### src/dbq_pkg.sv
// dbq_pkg: shared widths, operation and status codes, and controller states
// for the dual byte queue. No dependencies; compile first.

package dbq_pkg;

  localparam int unsigned OP_W   = 3;
  localparam int unsigned BYTE_W = 8;
  localparam int unsigned LEN_W  = 7;
  localparam int unsigned STAT_W = 2;
  localparam int unsigned DROP_W = 16;

  localparam logic [DROP_W-1:0] DROP_MAX = {DROP_W{1'b1}};

  typedef enum logic [OP_W-1:0] {
    OP_TX_APPEND = 3'd0,
    OP_TX_POP    = 3'd1,
    OP_RX_PUSH   = 3'd2,
    OP_RX_DRAIN  = 3'd3,
    OP_CLEAR     = 3'd4
  } op_e;

  typedef enum logic [STAT_W-1:0] {
    STAT_OK     = 2'd0,
    STAT_REJECT = 2'd1,
    STAT_EMPTY  = 2'd2
  } status_e;

  typedef enum logic {
    S_IDLE = 1'b0,
    S_READ = 1'b1
  } state_e;

endpackage

### src/dbq_if.sv
// dbq_if: valid/ready channel interfaces for the command items and the
// result items of the dual byte queue. Depends on dbq_pkg.

interface dbq_in_if;
  logic                        valid;
  logic                        ready;
  logic [dbq_pkg::OP_W-1:0]    op;
  logic [dbq_pkg::BYTE_W-1:0]  in_byte;
  logic                        first;
  logic [dbq_pkg::LEN_W-1:0]   msg_len;
  logic [dbq_pkg::LEN_W-1:0]   max_len;

  modport source (output valid, op, in_byte, first, msg_len, max_len, input ready);
  modport sink   (input valid, op, in_byte, first, msg_len, max_len, output ready);
endinterface

interface dbq_out_if;
  logic                        valid;
  logic                        ready;
  logic [dbq_pkg::STAT_W-1:0]  status;
  logic [dbq_pkg::BYTE_W-1:0]  out_byte;
  logic [dbq_pkg::LEN_W-1:0]   drained_total;
  logic                        last;
  logic [dbq_pkg::DROP_W-1:0]  overflow_count;
  logic [dbq_pkg::LEN_W-1:0]   rx_level;
  logic [dbq_pkg::LEN_W-1:0]   tx_level;

  modport source (output valid, status, out_byte, drained_total, last, overflow_count,
                  rx_level, tx_level, input ready);
  modport sink   (input valid, status, out_byte, drained_total, last, overflow_count,
                  rx_level, tx_level, output ready);
endinterface

### src/dbq_ram.sv
// dbq_ram: byte ring storage, one write port and one read port, read data
// registered and held while no read is issued. No package dependency.

module dbq_ram #(
  parameter int unsigned DEPTH = 64,
  parameter int unsigned WIDTH = 8
) (
  input  logic                     clk_i,
  input  logic                     we_i,
  input  logic [$clog2(DEPTH)-1:0] waddr_i,
  input  logic [WIDTH-1:0]         wdata_i,
  input  logic                     re_i,
  input  logic [$clog2(DEPTH)-1:0] raddr_i,
  output logic [WIDTH-1:0]         rdata_o
);

  logic [WIDTH-1:0] mem [DEPTH];
  logic [WIDTH-1:0] rdata_q;

  always_ff @(posedge clk_i) begin
    if (we_i) begin
      mem[waddr_i] <= wdata_i;
    end
  end

  // hold last read data until the next read
  always_ff @(posedge clk_i) begin
    if (re_i) begin
      rdata_q <= mem[raddr_i];
    end
  end

  assign rdata_o = rdata_q;

endmodule

### src/dual_byte_queue.sv
// dual_byte_queue: transmit and receive byte rings with a saturating receive
// overflow counter. Depends on dbq_pkg, dbq_if and dbq_ram.
//
// usage
//   in_i carries one command item per handshake (op, in_byte, first, msg_len,
//   max_len); out_o returns result items through a single output register
//   - tx append, rx push, clear, unused codes, empty pop and empty or zero
//     length drain: one result, registered in the cycle after the command
//   - tx pop: one result, after one ram read and the output register
//   - rx drain of n bytes: n results, the first after a ram read, then one
//     per cycle while the receiver takes them; last marks the final one,
//     levels already show the state after the whole drain
//   throughput: one command item per cycle for writes and clears while the
//   receiver takes each result; a pop or drain holds off commands until its
//   last result, bound by the registered ram read and single output register
//   ready is low while a read sequence runs or the output register is full
//   and not being taken; a stalled receiver holds the sequence in place
//   reset clears pointers, counts, pending reservation and the overflow
//   counter at once; ring contents need no clearing

module dual_byte_queue #(
  parameter int unsigned DEPTH = 64
) (
  input  logic      clk_i,
  input  logic      rst_ni,
  dbq_in_if.sink    in_i,
  dbq_out_if.source out_o
);

  localparam int unsigned AW = $clog2(DEPTH);
  localparam int unsigned CW = $clog2(DEPTH + 1);
  localparam int unsigned SW = AW + 1;

  typedef logic [AW-1:0] addr_t;
  typedef logic [CW-1:0] cnt_t;

  // ring pointer step, base below DEPTH and offset at most DEPTH
  function automatic addr_t wrap_add(addr_t base, cnt_t off);
    logic [SW-1:0] sum;
    sum = SW'(base) + SW'(off);
    if (sum >= SW'(DEPTH)) begin
      sum = sum - SW'(DEPTH);
    end
    return sum[AW-1:0];
  endfunction

  dbq_pkg::state_e state_q, state_d;

  // queue state
  addr_t tx_head_q, tx_head_d;
  cnt_t  tx_count_q, tx_count_d;
  cnt_t  tx_pend_q, tx_pend_d;
  addr_t rx_head_q, rx_head_d;
  cnt_t  rx_count_q, rx_count_d;
  logic [dbq_pkg::DROP_W-1:0] rx_drop_q, rx_drop_d;

  // read sequencer
  addr_t rd_ptr_q, rd_ptr_d;
  cnt_t  iss_left_q, iss_left_d;
  cnt_t  emit_left_q, emit_left_d;
  cnt_t  total_q, total_d;
  logic  src_rx_q, src_rx_d;
  logic  pend_q, pend_d;

  // output register
  logic                         out_valid_q, out_valid_d;
  logic [dbq_pkg::STAT_W-1:0]   out_status_q, out_status_d;
  logic [dbq_pkg::BYTE_W-1:0]   out_byte_q, out_byte_d;
  logic [dbq_pkg::LEN_W-1:0]    out_total_q, out_total_d;
  logic                         out_last_q, out_last_d;
  logic [dbq_pkg::DROP_W-1:0]   out_drop_q, out_drop_d;
  logic [dbq_pkg::LEN_W-1:0]    out_rxl_q, out_rxl_d;
  logic [dbq_pkg::LEN_W-1:0]    out_txl_q, out_txl_d;

  logic  accept, out_free, start_read, load_single, issue, consume;
  logic  tx_we, rx_we;
  addr_t tx_waddr, rx_waddr;
  logic [dbq_pkg::STAT_W-1:0]  single_status;
  logic [dbq_pkg::BYTE_W-1:0]  tx_rdata, rx_rdata;
  logic [dbq_pkg::LEN_W+0:0]   len_sum;
  cnt_t                        drain_n;

  assign out_free   = !out_valid_q || out_o.ready;
  assign in_i.ready = (state_q == dbq_pkg::S_IDLE) && out_free;
  assign accept     = in_i.valid && in_i.ready;

  // read sequencer handshake with the output register
  assign consume = (state_q == dbq_pkg::S_READ) && pend_q && out_free;
  assign issue   = (state_q == dbq_pkg::S_READ) && (iss_left_q != '0) &&
                   (!pend_q || consume);

  assign len_sum = (dbq_pkg::LEN_W + 1)'(tx_count_q) + (dbq_pkg::LEN_W + 1)'(in_i.msg_len);
  assign drain_n = ((dbq_pkg::LEN_W)'(rx_count_q) < in_i.max_len) ? rx_count_q
                                                                  : CW'(in_i.max_len);

  assign tx_waddr = wrap_add(tx_head_q, tx_count_q);
  assign rx_waddr = wrap_add(rx_head_q, rx_count_q);

  // next state
  always_comb begin
    state_d = state_q;
    unique case (state_q)
      dbq_pkg::S_IDLE: begin
        if (accept && start_read) begin
          state_d = dbq_pkg::S_READ;
        end
      end
      dbq_pkg::S_READ: begin
        if (consume && (emit_left_q == CW'(1))) begin
          state_d = dbq_pkg::S_IDLE;
        end
      end
      default: state_d = dbq_pkg::S_IDLE;
    endcase
  end

  // command decode and queue update
  always_comb begin
    tx_head_d     = tx_head_q;
    tx_count_d    = tx_count_q;
    tx_pend_d     = tx_pend_q;
    rx_head_d     = rx_head_q;
    rx_count_d    = rx_count_q;
    rx_drop_d     = rx_drop_q;
    rd_ptr_d      = rd_ptr_q;
    iss_left_d    = iss_left_q;
    emit_left_d   = emit_left_q;
    total_d       = total_q;
    src_rx_d      = src_rx_q;
    start_read    = 1'b0;
    single_status = dbq_pkg::STAT_OK;
    tx_we         = 1'b0;
    rx_we         = 1'b0;

    if (accept) begin
      unique case (dbq_pkg::op_e'(in_i.op))
        dbq_pkg::OP_TX_APPEND: begin
          if (in_i.first) begin
            tx_pend_d = '0;
            if (len_sum > (dbq_pkg::LEN_W + 1)'(DEPTH)) begin
              single_status = dbq_pkg::STAT_REJECT;
            end else if (in_i.msg_len != '0) begin
              tx_we      = 1'b1;
              tx_count_d = tx_count_q + CW'(1);
              tx_pend_d  = CW'(in_i.msg_len) - CW'(1);
            end
          end else if (tx_pend_q == '0) begin
            // rest of a rejected or finished message
            single_status = dbq_pkg::STAT_REJECT;
          end else begin
            tx_we      = 1'b1;
            tx_count_d = tx_count_q + CW'(1);
            tx_pend_d  = tx_pend_q - CW'(1);
          end
        end
        dbq_pkg::OP_TX_POP: begin
          if (tx_count_q == '0) begin
            single_status = dbq_pkg::STAT_EMPTY;
          end else begin
            start_read  = 1'b1;
            src_rx_d    = 1'b0;
            rd_ptr_d    = tx_head_q;
            iss_left_d  = CW'(1);
            emit_left_d = CW'(1);
            total_d     = '0;
            tx_head_d   = wrap_add(tx_head_q, CW'(1));
            tx_count_d  = tx_count_q - CW'(1);
          end
        end
        dbq_pkg::OP_RX_PUSH: begin
          if (rx_count_q >= CW'(DEPTH)) begin
            single_status = dbq_pkg::STAT_REJECT;
            if (rx_drop_q != dbq_pkg::DROP_MAX) begin
              rx_drop_d = rx_drop_q + 1'b1;
            end
          end else begin
            rx_we      = 1'b1;
            rx_count_d = rx_count_q + CW'(1);
          end
        end
        dbq_pkg::OP_RX_DRAIN: begin
          if (drain_n == '0) begin
            single_status = (rx_count_q == '0) ? dbq_pkg::STAT_EMPTY : dbq_pkg::STAT_OK;
          end else begin
            start_read  = 1'b1;
            src_rx_d    = 1'b1;
            rd_ptr_d    = rx_head_q;
            iss_left_d  = drain_n;
            emit_left_d = drain_n;
            total_d     = drain_n;
            rx_head_d   = wrap_add(rx_head_q, drain_n);
            rx_count_d  = rx_count_q - drain_n;
          end
        end
        dbq_pkg::OP_CLEAR: begin
          tx_head_d  = '0;
          tx_count_d = '0;
          tx_pend_d  = '0;
          rx_head_d  = '0;
          rx_count_d = '0;
          rx_drop_d  = '0;
        end
        default: begin
          // unused codes leave everything unchanged
        end
      endcase
    end

    if (issue) begin
      rd_ptr_d   = wrap_add(rd_ptr_q, CW'(1));
      iss_left_d = iss_left_q - CW'(1);
    end
    if (consume) begin
      emit_left_d = emit_left_q - CW'(1);
    end
  end

  assign load_single = accept && !start_read;

  always_comb begin
    if (issue) begin
      pend_d = 1'b1;
    end else if (consume) begin
      pend_d = 1'b0;
    end else begin
      pend_d = pend_q;
    end
  end

  // output register load
  always_comb begin
    out_valid_d  = out_valid_q;
    out_status_d = out_status_q;
    out_byte_d   = out_byte_q;
    out_total_d  = out_total_q;
    out_last_d   = out_last_q;
    out_drop_d   = out_drop_q;
    out_rxl_d    = out_rxl_q;
    out_txl_d    = out_txl_q;
    if (out_valid_q && out_o.ready) begin
      out_valid_d = 1'b0;
    end
    if (load_single) begin
      out_valid_d  = 1'b1;
      out_status_d = single_status;
      out_byte_d   = '0;
      out_total_d  = '0;
      out_last_d   = 1'b1;
      out_drop_d   = rx_drop_d;
      out_rxl_d    = dbq_pkg::LEN_W'(rx_count_d);
      out_txl_d    = dbq_pkg::LEN_W'(tx_count_d);
    end else if (consume) begin
      out_valid_d  = 1'b1;
      out_status_d = dbq_pkg::STAT_OK;
      out_byte_d   = src_rx_q ? rx_rdata : tx_rdata;
      out_total_d  = dbq_pkg::LEN_W'(total_q);
      out_last_d   = (emit_left_q == CW'(1));
      out_drop_d   = rx_drop_q;
      out_rxl_d    = dbq_pkg::LEN_W'(rx_count_q);
      out_txl_d    = dbq_pkg::LEN_W'(tx_count_q);
    end
  end

  always_ff @(posedge clk_i or negedge rst_ni) begin
    if (!rst_ni) begin
      state_q     <= dbq_pkg::S_IDLE;
      tx_head_q   <= '0;
      tx_count_q  <= '0;
      tx_pend_q   <= '0;
      rx_head_q   <= '0;
      rx_count_q  <= '0;
      rx_drop_q   <= '0;
      iss_left_q  <= '0;
      emit_left_q <= '0;
      pend_q      <= 1'b0;
      out_valid_q <= 1'b0;
    end else begin
      state_q     <= state_d;
      tx_head_q   <= tx_head_d;
      tx_count_q  <= tx_count_d;
      tx_pend_q   <= tx_pend_d;
      rx_head_q   <= rx_head_d;
      rx_count_q  <= rx_count_d;
      rx_drop_q   <= rx_drop_d;
      iss_left_q  <= iss_left_d;
      emit_left_q <= emit_left_d;
      pend_q      <= pend_d;
      out_valid_q <= out_valid_d;
    end
  end

  // payload registers
  always_ff @(posedge clk_i) begin
    rd_ptr_q     <= rd_ptr_d;
    total_q      <= total_d;
    src_rx_q     <= src_rx_d;
    out_status_q <= out_status_d;
    out_byte_q   <= out_byte_d;
    out_total_q  <= out_total_d;
    out_last_q   <= out_last_d;
    out_drop_q   <= out_drop_d;
    out_rxl_q    <= out_rxl_d;
    out_txl_q    <= out_txl_d;
  end

  dbq_ram #(
    .DEPTH (DEPTH),
    .WIDTH (dbq_pkg::BYTE_W)
  ) u_tx_ram (
    .clk_i   (clk_i),
    .we_i    (tx_we),
    .waddr_i (tx_waddr),
    .wdata_i (in_i.in_byte),
    .re_i    (issue && !src_rx_q),
    .raddr_i (rd_ptr_q),
    .rdata_o (tx_rdata)
  );

  dbq_ram #(
    .DEPTH (DEPTH),
    .WIDTH (dbq_pkg::BYTE_W)
  ) u_rx_ram (
    .clk_i   (clk_i),
    .we_i    (rx_we),
    .waddr_i (rx_waddr),
    .wdata_i (in_i.in_byte),
    .re_i    (issue && src_rx_q),
    .raddr_i (rd_ptr_q),
    .rdata_o (rx_rdata)
  );

  assign out_o.valid          = out_valid_q;
  assign out_o.status         = out_status_q;
  assign out_o.out_byte       = out_byte_q;
  assign out_o.drained_total  = out_total_q;
  assign out_o.last           = out_last_q;
  assign out_o.overflow_count = out_drop_q;
  assign out_o.rx_level       = out_rxl_q;
  assign out_o.tx_level       = out_txl_q;

  // reservation never goes beyond the ring
  assert property (@(posedge clk_i) disable iff (!rst_ni)
    (SW + 1)'(tx_count_q) + (SW + 1)'(tx_pend_q) <= (SW + 1)'(DEPTH))
    else $error("tx reservation exceeds ring depth");

  // reads issued never run ahead of results still owed
  assert property (@(posedge clk_i) disable iff (!rst_ni)
    (state_q == dbq_pkg::S_READ) |-> (emit_left_q != '0) && (iss_left_q <= emit_left_q))
    else $error("read sequencer counters out of step");

  // the final read result ends the sequence with last set
  assert property (@(posedge clk_i) disable iff (!rst_ni)
    (consume && (emit_left_q == CW'(1))) |=> (state_q == dbq_pkg::S_IDLE) && out_valid_q &&
                                            out_last_q)
    else $error("read sequence did not close with a last result");

  // no command is taken while a read sequence runs
  assert property (@(posedge clk_i) disable iff (!rst_ni)
    (state_q == dbq_pkg::S_READ) |-> !accept)
    else $error("command accepted during read sequence");

endmodule

### src/flat_wrapper.sv
// flat-port wrapper written by rule: the top's interface ports become plain ports
module dual_byte_queue_flat 
#(
  parameter int unsigned DEPTH = 64
)
  (clk_i, rst_ni, in_i_valid, in_i_op, in_i_in_byte, in_i_first, in_i_msg_len, in_i_max_len, in_i_ready, out_o_valid, out_o_status, out_o_out_byte, out_o_drained_total, out_o_last, out_o_overflow_count, out_o_rx_level, out_o_tx_level, out_o_ready);
  dbq_in_if in_i_i ();
  dbq_out_if out_o_i ();
  input  logic clk_i;
  input  logic rst_ni;
  input wire logic [$bits(in_i_i.valid)-1:0] in_i_valid;
  input wire logic [$bits(in_i_i.op)-1:0] in_i_op;
  input wire logic [$bits(in_i_i.in_byte)-1:0] in_i_in_byte;
  input wire logic [$bits(in_i_i.first)-1:0] in_i_first;
  input wire logic [$bits(in_i_i.msg_len)-1:0] in_i_msg_len;
  input wire logic [$bits(in_i_i.max_len)-1:0] in_i_max_len;
  output wire logic [$bits(in_i_i.ready)-1:0] in_i_ready;
  output wire logic [$bits(out_o_i.valid)-1:0] out_o_valid;
  output wire logic [$bits(out_o_i.status)-1:0] out_o_status;
  output wire logic [$bits(out_o_i.out_byte)-1:0] out_o_out_byte;
  output wire logic [$bits(out_o_i.drained_total)-1:0] out_o_drained_total;
  output wire logic [$bits(out_o_i.last)-1:0] out_o_last;
  output wire logic [$bits(out_o_i.overflow_count)-1:0] out_o_overflow_count;
  output wire logic [$bits(out_o_i.rx_level)-1:0] out_o_rx_level;
  output wire logic [$bits(out_o_i.tx_level)-1:0] out_o_tx_level;
  input wire logic [$bits(out_o_i.ready)-1:0] out_o_ready;
  assign in_i_i.valid = in_i_valid;
  assign in_i_i.op = in_i_op;
  assign in_i_i.in_byte = in_i_in_byte;
  assign in_i_i.first = in_i_first;
  assign in_i_i.msg_len = in_i_msg_len;
  assign in_i_i.max_len = in_i_max_len;
  assign in_i_ready = in_i_i.ready;
  assign out_o_valid = out_o_i.valid;
  assign out_o_status = out_o_i.status;
  assign out_o_out_byte = out_o_i.out_byte;
  assign out_o_drained_total = out_o_i.drained_total;
  assign out_o_last = out_o_i.last;
  assign out_o_overflow_count = out_o_i.overflow_count;
  assign out_o_rx_level = out_o_i.rx_level;
  assign out_o_tx_level = out_o_i.tx_level;
  assign out_o_i.ready = out_o_ready;
  dual_byte_queue #(.DEPTH(DEPTH)) u_core (.clk_i(clk_i), .rst_ni(rst_ni), .in_i(in_i_i), .out_o(out_o_i));
endmodule
### config.mk
export PLATFORM = sky130hd
export DESIGN_NAME = dual_byte_queue_flat
export DESIGN_NICKNAME = d
export VERILOG_FILES = /design/src/dbq_pkg.sv /design/src/dbq_if.sv /design/src/dbq_ram.sv /design/src/dual_byte_queue.sv /design/src/flat_wrapper.sv
export SDC_FILE = /design/constraint.sdc
export NUM_CORES = 2
export LEC_CHECK = 0
export ABC_AREA = 1
export BUFFER_PORTS_ARGS = -buffer_cell sky130_fd_sc_hd__buf_2
export CAP_MARGIN = 20
export CORE_MARGIN = 4
export CORE_UTILIZATION = 60
export DETAILED_ROUTE_END_ITERATION = 12
export PLACE_DENSITY = 0.77
export RECOVER_POWER = 25
export SLEW_MARGIN = 20
export SYNTH_ARGS = -nofsm -noshare
export SYNTH_HDL_FRONTEND = slang
export SYNTH_SLANG_ARGS = --single-unit
### constraint.sdc
create_clock -name clk_i -period 3.9 [get_ports clk_i]
set_clock_uncertainty 0.2 [all_clocks]
set_input_delay 0.195 -clock clk_i [delete_from_list [all_inputs] [get_ports clk_i]]
set_output_delay 0.195 -clock clk_i [all_outputs]
set_load 0.01 [all_outputs]
==> run_results.csv <==
group,metric,value,unit
run_status,status,"finished, violations left",
run_status,violations,"capacitance limit, slew limit",
yosys,synthMuxAreaShare,0,%
yosys,synth_fa_ha_area_share,1.20,%
worst_setup_path,crit_buf_inv,2,
cts,clk_latency,0.69,ns
timing,rsz0062_at_grt,"false",
power,power,42100,uW
timing,worst_pin_slew,3.33,ns
layout,postLayoutCoreUtil,68.7,%
hold_path,worstHoldStart,"in_i_max_len[4]",
route,drc,0,
global_routing,antenna_found_initial,1,
die,core,0.0821,mm2
global_routing,grtUsageTotal,28.6,%
global_routing,overflow,0,
timing,layout_min_cycle_time,3.73,ns
die,pin_count,80,
yosys,synth_top_area_cell,"edfxtp_1",
route,drtIter0Drc,5182,
cts,max-clock-path-buffers,3,
power,power_density,746,mW/mm2
power,power_frac_seq,35.6,%
yosys,syn_nets,4264,
worst_setup_path,ff2ff_path_depth,17,
global_routing,grt_pass1_vias,33400,
yosys,synth_top_family_by_area,"simple AND/OR/NAND/NOR gates",
route,drt_first_pass_iters,9,
timing,relSlewSlack,-122,%
worst_setup_path,crit_path_max_incr_delay,2.05,ns
cts,cts-root-buf,"clkbuf_16",
yosys,yosys_most_used_dff,"edfxtp_1",
layout,drive_gt1_share,12.6,%
cts,cts_sinks,1168,
yosys,syn-instance-count,4188,
worst_setup_path,r2r_end,"u_core.u_tx_ram.mem[11][0]",
power,clock_power_share,25.5,%
worst_setup_path,worst-r2r-setup-slack,0.26,ns
yosys,ys_warn_count,0,
layout,nets,4466,
route,ant_nets,0,
timing,max_freq,268,MHz
layout,n_antenna_cell,0,
worst_setup_path,critPathTopFamily,"buffers and inverters",
placed_design,dpl.hpwl,75400,um
timing,setup_viol_count_final,0,
yosys,synth_compound_area_share,12.2,%
yosys,seq_area_frac_synth,69.6,%
timing,drv_slew,587,
worst_setup_path,cp.required,3.83,ns
yosys,synth_cell_types,55,
power,p_leak,0.0196,uW
layout,area_growth,13.4,%
worst_setup_path,start_kind,"input port",
yosys,synth_top_area_share,65.6,%
yosys,syn-mean-instance-area,11.9,um2
layout,final_cell_mix,"edfxtp_1 (1086), nor2_1 (697), o21ai_0 (567)",
route,via_per_inst,6.30,
yosys,synthSimpleGateAreaFrac,12.8,%
timing,hold_violations,0,
cts,htreeDepth,3,
route,wl_per_cell,22.9,um
power,p_sw,16900,uW
power,ir_worst_vdd,603,uV
worst_setup_path,cp.arrival,3.66,ns
cts,clk_transition_reported_paths,0.06,ns
worst_setup_path,r2r-start,"u_core.tx_count_q[0]",
power,p_sw_share,40.2,%
route,wirelength,127000,um
worst_setup_path,cp_max_fo,81,
route,vias,35000,
hold_path,min_to,"u_core.rx_count_q[5]",
yosys,synth_edf_count,1086,
power,p_int,25200,uW
hold_path,min_path_type,"in -> reg",
placed_design,globalplace.congestion,0.935,
yosys,synth_area,0.0497,mm2
global_routing,grt_max_degree,149,
hold_path,hold_path_depth,7,
yosys,synth_seq_cells,1168,
yosys,ys_async_sr_fraction,5.65,%
die,die_area,0.0875,mm2
die,rows,105,
timing,tns,0,ns
run,drv_cap,10,
power,p_comb_share,38.9,%
yosys,synth-xor-area-share,0.705,%
die,die_h,296,um
worst_setup_path,setup.worst_path.end_class,"register",
die,start_util,60.5,%
yosys,ys_top_cells_by_area,"edfxtp_1 (66%), o21ai_0 (5.7%), nor2_1 (5.3%), nand2_1 (3.4%), dfrtp_1 (3.3%)",
layout,final_common_cell,"edfxtp_1",
worst_setup_path,critical_path_class,"in -> reg",
cts,cts_buffers,110,
die,dieWidth,296,um
worst_setup_path,cp_slowest_cell,"clkdlybuf4s25_1",
global_routing,grt_pass1_wl,193000,um
worst_setup_path,worstPathCellList,"clkbuf_2 -> clkdlybuf4s25_1",
timing,period_share,95.6,%
placed_design,io_buffers,79,
cts,cts_tree,"built",
==> stage by stage <==
| stage | instances | setup WS, ns | cell area (um2) | hold slack [ns] |
|---|---|---|---|---|
| 5_1_grt | 5552 | 0.0127 | 56400 | 0.0629 |
| 2_1_floorplan | 4188 | 0.394 | 49700 | -0.301 |
| 3_5_place_dp | 5297 | 0.161 | 52200 | 0.110 |
| 6_report | 5552 | 0.172 | 56400 | 0.0774 |
| 3_3_place_gp | 5297 | 0.235 | 52200 | 0.0983 |
| 4_1_cts | 5545 | 0.107 | 56300 | 0.00988 |
==> synth_stat cells, types with 3 or more instances <==
library cell,n
a21oi_1,46
inv_1,169
a21boi_0,10
o22ai_1,156
fa_1,3
a32o_1,8
nor3_1,29
inv_2,15
buf_2,10
o211ai_2,5
o31ai_1,8
nand2_4,4
dfxtp_1,16
or2_2,8
buf_6,10
nand2_2,9
nor3_2,42
xor2_1,32
edfxtp_1,1086
o21ai_2,10
nand4_1,66
buf_4,3
o21bai_1,6
o21ai_1,16
xnor2_1,8
a31oi_1,20
buf_1,10
o211ai_1,46
nand2_1,447
clkinv_1,5
clkbuf_1,215
nand3b_1,5
nand3_1,155
a221oi_1,5
nor2_1,698
o221ai_1,104
dfrtp_1,66
ha_1,43
o21ai_0,567
nor2_2,5
==> registers in the layout, summed over array words and instances (netlist names), 6 cells and up <==
name	cells
u_core.u_rx_ram.mem	512
u_core.u_tx_ram.rdata_o	8
u_core.tx_head_q	6
u_core.out_o.tx_level	7
u_core.rx_count_q	7
u_core.out_o.drained_total	7
u_core.u_tx_ram.mem	512
u_core.iss_left_q	7
u_core.tx_count_q	7
u_core.out_o.overflow_count	16
u_core.total_q	7
u_core.u_rx_ram.rdata_o	8
u_core.out_o.rx_level	7
u_core.rx_head_q	6
u_core.tx_pend_q	7
u_core.rd_ptr_q	6
u_core.emit_left_q	7
u_core.rx_drop_q	16
u_core.out_o.out_byte	8
==> worst max path at each step <==
stage / start / to / slack (ns) / cells past startpoint
3_5_place_dp: u_core.tx_count_q[0] / u_core.u_tx_ram.mem[25][0] / 0.16 / 15
2_1_floorplan: u_core.tx_count_q[0] / u_core.u_tx_ram.mem[17][0] / 0.39 / 14
6_report: in_i_in_byte[3] / u_core.u_tx_ram.mem[22][3] / 0.17 / 2
5_1_grt: u_core.tx_count_q[0] / u_core.u_tx_ram.mem[62][3] / 0.01 / 17
3_3_place_gp: u_core.tx_count_q[0] / u_core.u_tx_ram.mem[32][2] / 0.24 / 16
4_1_cts: u_core.tx_count_q[0] / u_core.u_tx_ram.mem[44][6] / 0.11 / 16
==> kinds of logic (layout without fill, tap and decap cells) <==
logic type	count (synthesis)	after routing
XOR/XNOR	40	40
AND/OR/NAND/NOR	1478	1478
adder cells (fa/ha/maj)	46	46
flip-flops	1168	1168
buffers and inverters	437	731
AO/OA/AOI/OAI	1019	1019
==> area by class of cell <==
type,count,area [um2]
fillers,5462,25700
clock inverters,72,779
flip-flops and latches,1168,34600
multi-input cells,2583,13400
repair buffers,338,2680
well taps,1070,1340
inverters,189,722
clock buffers,132,2870
==> power by group through the flow <==
stage               registers (uW)  clock network [uW]  logic, uW
global placement             15200                   0      15500
detailed placement           15200                   0      15800
global route                 15000               11400      17600
finish                       15000               10700      16400
CTS                          14900               10800      16000
floorplan                    15200                   0      10000
==> per-layer routing <==
metal / wire (um) / global-route usage (%)
met2: 59600 / 46.0
met1: 49700 / 39.9
met5: 13 / 0
met4: 3920 / 8.84
met3: 14100 / 6.06
==> timing repair <==
item,4_1_cts,5_1_grt
hold buffers,44,0
hold endpoints to repair,434,0
buffers inserted,0,6
gates resized for setup,0,8
setup endpoints to repair,0,171
Power figures use the tool's default switching activity.
